`config.mk`:
```
export PLATFORM = sky130hd
export DESIGN_NAME = lcfe_blend_unit
export DESIGN_NICKNAME = d
export VERILOG_FILES = /design/src/hw/rtl/lcfe_pkg.sv /design/src/hw/rtl/lcfe_blend_unit.sv
export SDC_FILE = /design/constraint.sdc
export NUM_CORES = 1
export LEC_CHECK = 0
export ABC_AREA = 1
export BUFFER_PORTS_ARGS = -buffer_cell sky130_fd_sc_hd__buf_2
export CORE_AREA = 4 4 137 139
export CTS_CLUSTER_DIAMETER = 150
export CTS_CLUSTER_SIZE = 25
export DETAILED_ROUTE_END_ITERATION = 10
export DIE_AREA = 0 0 141 143
export PLACE_DENSITY = 0.75
export SKIP_CTS_REPAIR_TIMING = 1
export SYNTH_ARGS = -nofsm -noshare
export SYNTH_HDL_FRONTEND = slang
export SYNTH_SLANG_ARGS = --single-unit
export TNS_END_PERCENT = 50
```
`constraint.sdc`:
```
create_clock -name clock -period 6.9 [get_ports clock]
set_clock_uncertainty 0.2 [all_clocks]
set_input_delay 1.38 -clock clock [delete_from_list [all_inputs] [get_ports clock]]
set_output_delay 1.38 -clock clock [all_outputs]
set_load 0.01 [all_outputs]
```
`src/hw/rtl/lcfe_pkg.sv`:
```
`default_nettype none
package lcfe_pkg;

   localparam int NUM_LEDS = 256;
   localparam int IDX_W    = $clog2(NUM_LEDS);
   localparam int CNT_W    = IDX_W + 1;
   localparam int COLOR_W  = 8;
   localparam int TIME_W   = 16;
   localparam int PROD_W   = COLOR_W + TIME_W;
   localparam int DSOR_W   = TIME_W + COLOR_W - 1;
   localparam int STEP_W   = $clog2(COLOR_W + 1);

   localparam logic [1:0] OP_DRIVE = 2'd0;
   localparam logic [1:0] OP_STEP  = 2'd1;
   localparam logic [1:0] OP_QUERY = 2'd2;
   localparam logic [1:0] OP_NOP   = 2'd3;

   localparam logic [1:0] CH_RED   = 2'd0;
   localparam logic [1:0] CH_GREEN = 2'd1;
   localparam logic [1:0] CH_BLUE  = 2'd2;

   typedef struct packed {
      logic [1:0]         opcode;
      logic [IDX_W-1:0]   led_index;
      logic [COLOR_W-1:0] target_red;
      logic [COLOR_W-1:0] target_green;
      logic [COLOR_W-1:0] target_blue;
      logic [TIME_W-1:0]  fade_duration_ms;
      logic [TIME_W-1:0]  step_ms;
   } lcfe_req_type;

   typedef struct packed {
      logic [COLOR_W-1:0] color_red;
      logic [COLOR_W-1:0] color_green;
      logic [COLOR_W-1:0] color_blue;
      logic               fade_running;
   } lcfe_rsp_type;

   typedef struct packed {
      logic [COLOR_W-1:0] red;
      logic [COLOR_W-1:0] green;
      logic [COLOR_W-1:0] blue;
   } lcfe_rgb_type;

   typedef struct packed {
      lcfe_rgb_type      start_color;
      lcfe_rgb_type      target_color;
      lcfe_rgb_type      current_color;
      logic [TIME_W-1:0] elapsed_time;
      logic [TIME_W-1:0] duration_time;
      logic              fade_active;
   } lcfe_slot_type;

   function automatic logic [COLOR_W-1:0] chan_sel(input lcfe_rgb_type rgb,
                                                   input logic [1:0] ch);
      logic [COLOR_W-1:0] lvl;
      unique case (ch)
         CH_RED:   lvl = rgb.red;
         CH_GREEN: lvl = rgb.green;
         default:  lvl = rgb.blue;
      endcase
      return lvl;
   endfunction

endpackage
`default_nettype wire

```
`src/hw/rtl/lcfe_blend_unit.sv`:
```
`default_nettype none
module lcfe_blend_unit (
   input  logic                          clock,
   input  logic                          reset,
   input  logic                          load,
   input  logic [lcfe_pkg::COLOR_W-1:0]  from_level,
   input  logic [lcfe_pkg::COLOR_W-1:0]  to_level,
   input  logic [lcfe_pkg::TIME_W-1:0]   elapsed,
   input  logic [lcfe_pkg::TIME_W-1:0]   duration,
   output logic                          done,
   output logic [lcfe_pkg::COLOR_W-1:0]  level
);
   import lcfe_pkg::*;

   logic [PROD_W-1:0]  rem_ff,   rem_in;
   logic [DSOR_W-1:0]  dsor_ff,  dsor_in;
   logic [COLOR_W-1:0] quo_ff,   quo_in;
   logic [COLOR_W-1:0] base_ff,  base_in;
   logic               neg_ff,   neg_in;
   logic [STEP_W-1:0]  steps_ff, steps_in;

   logic [COLOR_W:0]   diff;
   logic [COLOR_W:0]   mag_w;
   logic               fits;
   logic [COLOR_W+1:0] sum;

   // quotient fits in COLOR_W bits since elapsed <= duration
   always_comb begin
      diff     = {1'b0, to_level} - {1'b0, from_level};
      mag_w    = diff[COLOR_W] ? (~diff + (COLOR_W+1)'(1)) : diff;
      fits     = rem_ff >= {1'b0, dsor_ff};
      rem_in   = rem_ff;
      dsor_in  = dsor_ff;
      quo_in   = quo_ff;
      base_in  = base_ff;
      neg_in   = neg_ff;
      steps_in = steps_ff;
      if (load) begin
         rem_in   = PROD_W'(mag_w[COLOR_W-1:0]) * PROD_W'(elapsed);
         dsor_in  = {duration, {(COLOR_W-1){1'b0}}};
         quo_in   = '0;
         base_in  = from_level;
         neg_in   = diff[COLOR_W];
         steps_in = STEP_W'(COLOR_W);
      end else if (steps_ff != '0) begin
         if (fits) begin
            rem_in = rem_ff - {1'b0, dsor_ff};
         end
         quo_in   = {quo_ff[COLOR_W-2:0], fits};
         dsor_in  = dsor_ff >> 1;
         steps_in = steps_ff - STEP_W'(1);
      end
   end

   always_ff @(posedge clock) begin
      rem_ff  <= rem_in;
      dsor_ff <= dsor_in;
      quo_ff  <= quo_in;
      base_ff <= base_in;
      neg_ff  <= neg_in;
   end

   always_ff @(posedge clock) begin
      if (reset) begin
         steps_ff <= '0;
      end else begin
         steps_ff <= steps_in;
      end
   end

   always_comb begin
      sum = neg_ff ? ({2'b00, base_ff} - {2'b00, quo_ff})
                   : ({2'b00, base_ff} + {2'b00, quo_ff});
      if (sum[COLOR_W+1]) begin
         level = '0;
      end else if (sum[COLOR_W]) begin
         level = '1;
      end else begin
         level = sum[COLOR_W-1:0];
      end
   end

   assign done = (steps_ff == '0);

endmodule
`default_nettype wire

```
==> run metrics <==
status completed; worst endpoint required time 6.80 ns; drt wl/cell between 10 and 15 microns; initial antenna violation count 0; r2r startpoint rem_ff[0]; GRT Util Overall 25.0%; worst r2r dst rem_ff[14]; count of flip-flops with a built-in enable after synthesis 49; first-pass GRT wire length 41900 microns; Post-Synthesis Net Count 1627; initial core utilization 55.6%; final core occ 66.3%; Layout Cells excl Fill 1766; end of the critical path rem_ff[21]; Core Region around 18000 sq um; Most common cell on crit path nand2_1; Chip Height 143 microns; DP Area ~11000 sq um; main flop type after synthesis edfxtp_1; worst setup path class in2reg; endpoints failing hold 0; crit path launch to_level[0]; drt total wl ~26000 microns; delay of the slowest cell on the worst path 0.56 ns; CTS H-Tree Depth 3; Fill cells 1510; synth cell count leaders 340 x nand2_1, 267 x inv_1, 120 x nor2_1; Cell Rows 49; Syn Area/Cell about 7 sq um; share of layout cells above drive strength 1 17.0%; Crit path arrival time 6.60 ns; Post-DRT Antenna Nets 0; final instance area 11700 sq um; P&R area growth vs syn 19.2%; most numerous cell in the Yosys netlist nand2_1; Longest Clk Path Bufs 2; I/O Buffers 59; HP Class reg2reg; Root Driver clkbuf_16; routed via count 9421; Final Wtd Congestion 0.974; fmax 0.149 GHz; Final Cycle Share 97.1%; Worst Reg-to-Reg Cells 12; cell area after synthesis 9820 sq um; io pins 60; slowest cell on the critical path fa_1; top cell type's share of synthesized area 17.9%; Num CTS Buffers 9; vias in the first global route 9109; top cells by area, synth fa_1 18%, edfxtp_1 15%, nand2_1 13%; startpoint type of the worst setup path input pin; Slew @ Worst Pin 1.06 ns; DRC violations left 0; number of max-cap violations 0; Rel. slew slack 29.3%; Fin Hold WS 0.274 ns; die area a little over 20000 sq um; multi-input logic area 7170 sq um; #FFs+latches synth 68; sequential cell area between 1500 and 2000 sq um; DRT iter0 DRCs about 650; cell count after synthesis 1395; CTS tree done; DP Cell Count 1743; Yosys cell types 42; Clock Sinks 68; GRT Residual Overflow 0; Final Max Tran Viols 0; Clock Latency Late Sink 0.34 ns; warnings from Yosys 0; nets 1764; # diodes 0; pin count of the biggest net entering global routing 63; sequential-to-total area share from yosys stat 18.9%; Clock transition at path regs 0.06 ns; Worst Path Max Fanout 7; Critical Path End Type flip-flop; final setup vio count 0; Period minus WS final ~6.7 ns; drt via density 5.33; r2r setup slk about 3.4 ns; post-DP HPWL 20500 microns; Die W 141 microns; cell taking the most area after synthesis fa_1; FFs w/ async S/R, synth 0%; DR pass1 iterations 5
sequential cells by signal, summed over array words and instances, names as in the netlist:
name	count
dsor_ff	23
quo_ff	8
rem_ff	24
steps_ff	4
base_ff	8
neg_ff	1
how the worst min path moves through the flow:
stage / start / slack (ns) / cells past startpoint / to
2_1_floorplan: steps_ff[0] / 0.24 / 2 / steps_ff[0]
3_3_place_gp: steps_ff[0] / 0.25 / 2 / steps_ff[0]
3_5_place_dp: steps_ff[0] / 0.26 / 2 / steps_ff[0]
4_1_cts: steps_ff[0] / 0.28 / 2 / steps_ff[0]
5_1_grt: steps_ff[0] / 0.30 / 2 / steps_ff[0]
6_report: steps_ff[0] / 0.27 / 2 / steps_ff[0]
per-layer routing:
| layer | global-route usage [%] | share of wire [%] | vias up |
|---|---|---|---|
| met3 | 2.31 | 4.7 | 47 |
| met1 | 34.1 | 45 | 4383 |
| met5 | 0 | 0 | - |
| met4 | 7.09 | 2.2 | 0 |
| met2 | 42.9 | 49 | 283 |
| li1 | - | - | 4708 |
area by class of cell:
type | count | area share, %
multi-input cells | 1027 | 61.2
clock inverters | 7 | 0.641
inverters | 272 | 8.92
flip-flops and latches | 68 | 15.8
clock buffers | 9 | 1.92
repair buffers | 154 | 9.03
well taps | 229 | 2.45
cell usage in the layout, fill, tap and decap left out, types with 4 or more instances in the layout:
| master | netlist | layout |
|---|---|---|
| nand2_1 | 340 | 331 |
| inv_1 | 267 | 258 |
| nor2_1 | 120 | 104 |
| a21oi_1 | 109 | 101 |
| buf_4 | 0 | 91 |
| fa_1 | 88 | 87 |
| ha_1 | 93 | 79 |
| o21ai_0 | 89 | 77 |
| nand3_1 | 77 | 71 |
| buf_2 | 8 | 57 |
| edfxtp_1 | 49 | 49 |
| nand4_1 | 19 | 19 |
| dfxtp_1 | 19 | 19 |
| a21oi_2 | 10 | 18 |
| and2_1 | 17 | 17 |
| nor2_2 | 2 | 14 |
| ha_4 | 0 | 13 |
| o21ai_1 | 1 | 12 |
| nand2_2 | 3 | 10 |
| nand3b_1 | 9 | 9 |
| clkbuf_16 | 0 | 9 |
| nor3_1 | 9 | 8 |
| inv_2 | 4 | 7 |
| o21bai_1 | 8 | 7 |
| nand3_2 | 0 | 6 |
| xor2_1 | 5 | 5 |
| xnor2_1 | 5 | 5 |
| o31ai_1 | 5 | 5 |
| o21a_1 | 4 | 4 |
| nor2_4 | 0 | 4 |
stage by stage:
step / TNS (ns) / worst slack, ns
2_1_floorplan: 0 / 0.157
3_3_place_gp: -3.05 / -0.282
3_5_place_dp: -4.34 / -0.370
4_1_cts: -0.0261 / -0.0187
5_1_grt: -0.171 / -0.0396
6_report: 0 / 0.200
logic make-up (layout without fill, tap and decap cells):
group	count (synthesis)	in the layout	synth area share, %
xor gates and xnor gates	11	11	1.06
and+or+nand+nor	603	603	25.7
AOI/OAI and AO/OA	231	231	12.7
DFF	68	68	18.9
adders and majority gates	181	181	29.8
buffers and inverters	300	442	11.7
muxes	1	1	0.102
worst max-delay path, delay by kind of cell:
family | cells | cell delay [ns]
AND/OR/NAND/NOR | 16 | 1.21
adder cells (fa/ha/maj) | 8 | 3.23
buffers and inverters | 11 | 0.75
Power is not shown: default switching activity piles up to over one toggle a cycle in this logic, so the estimate is an artifact.
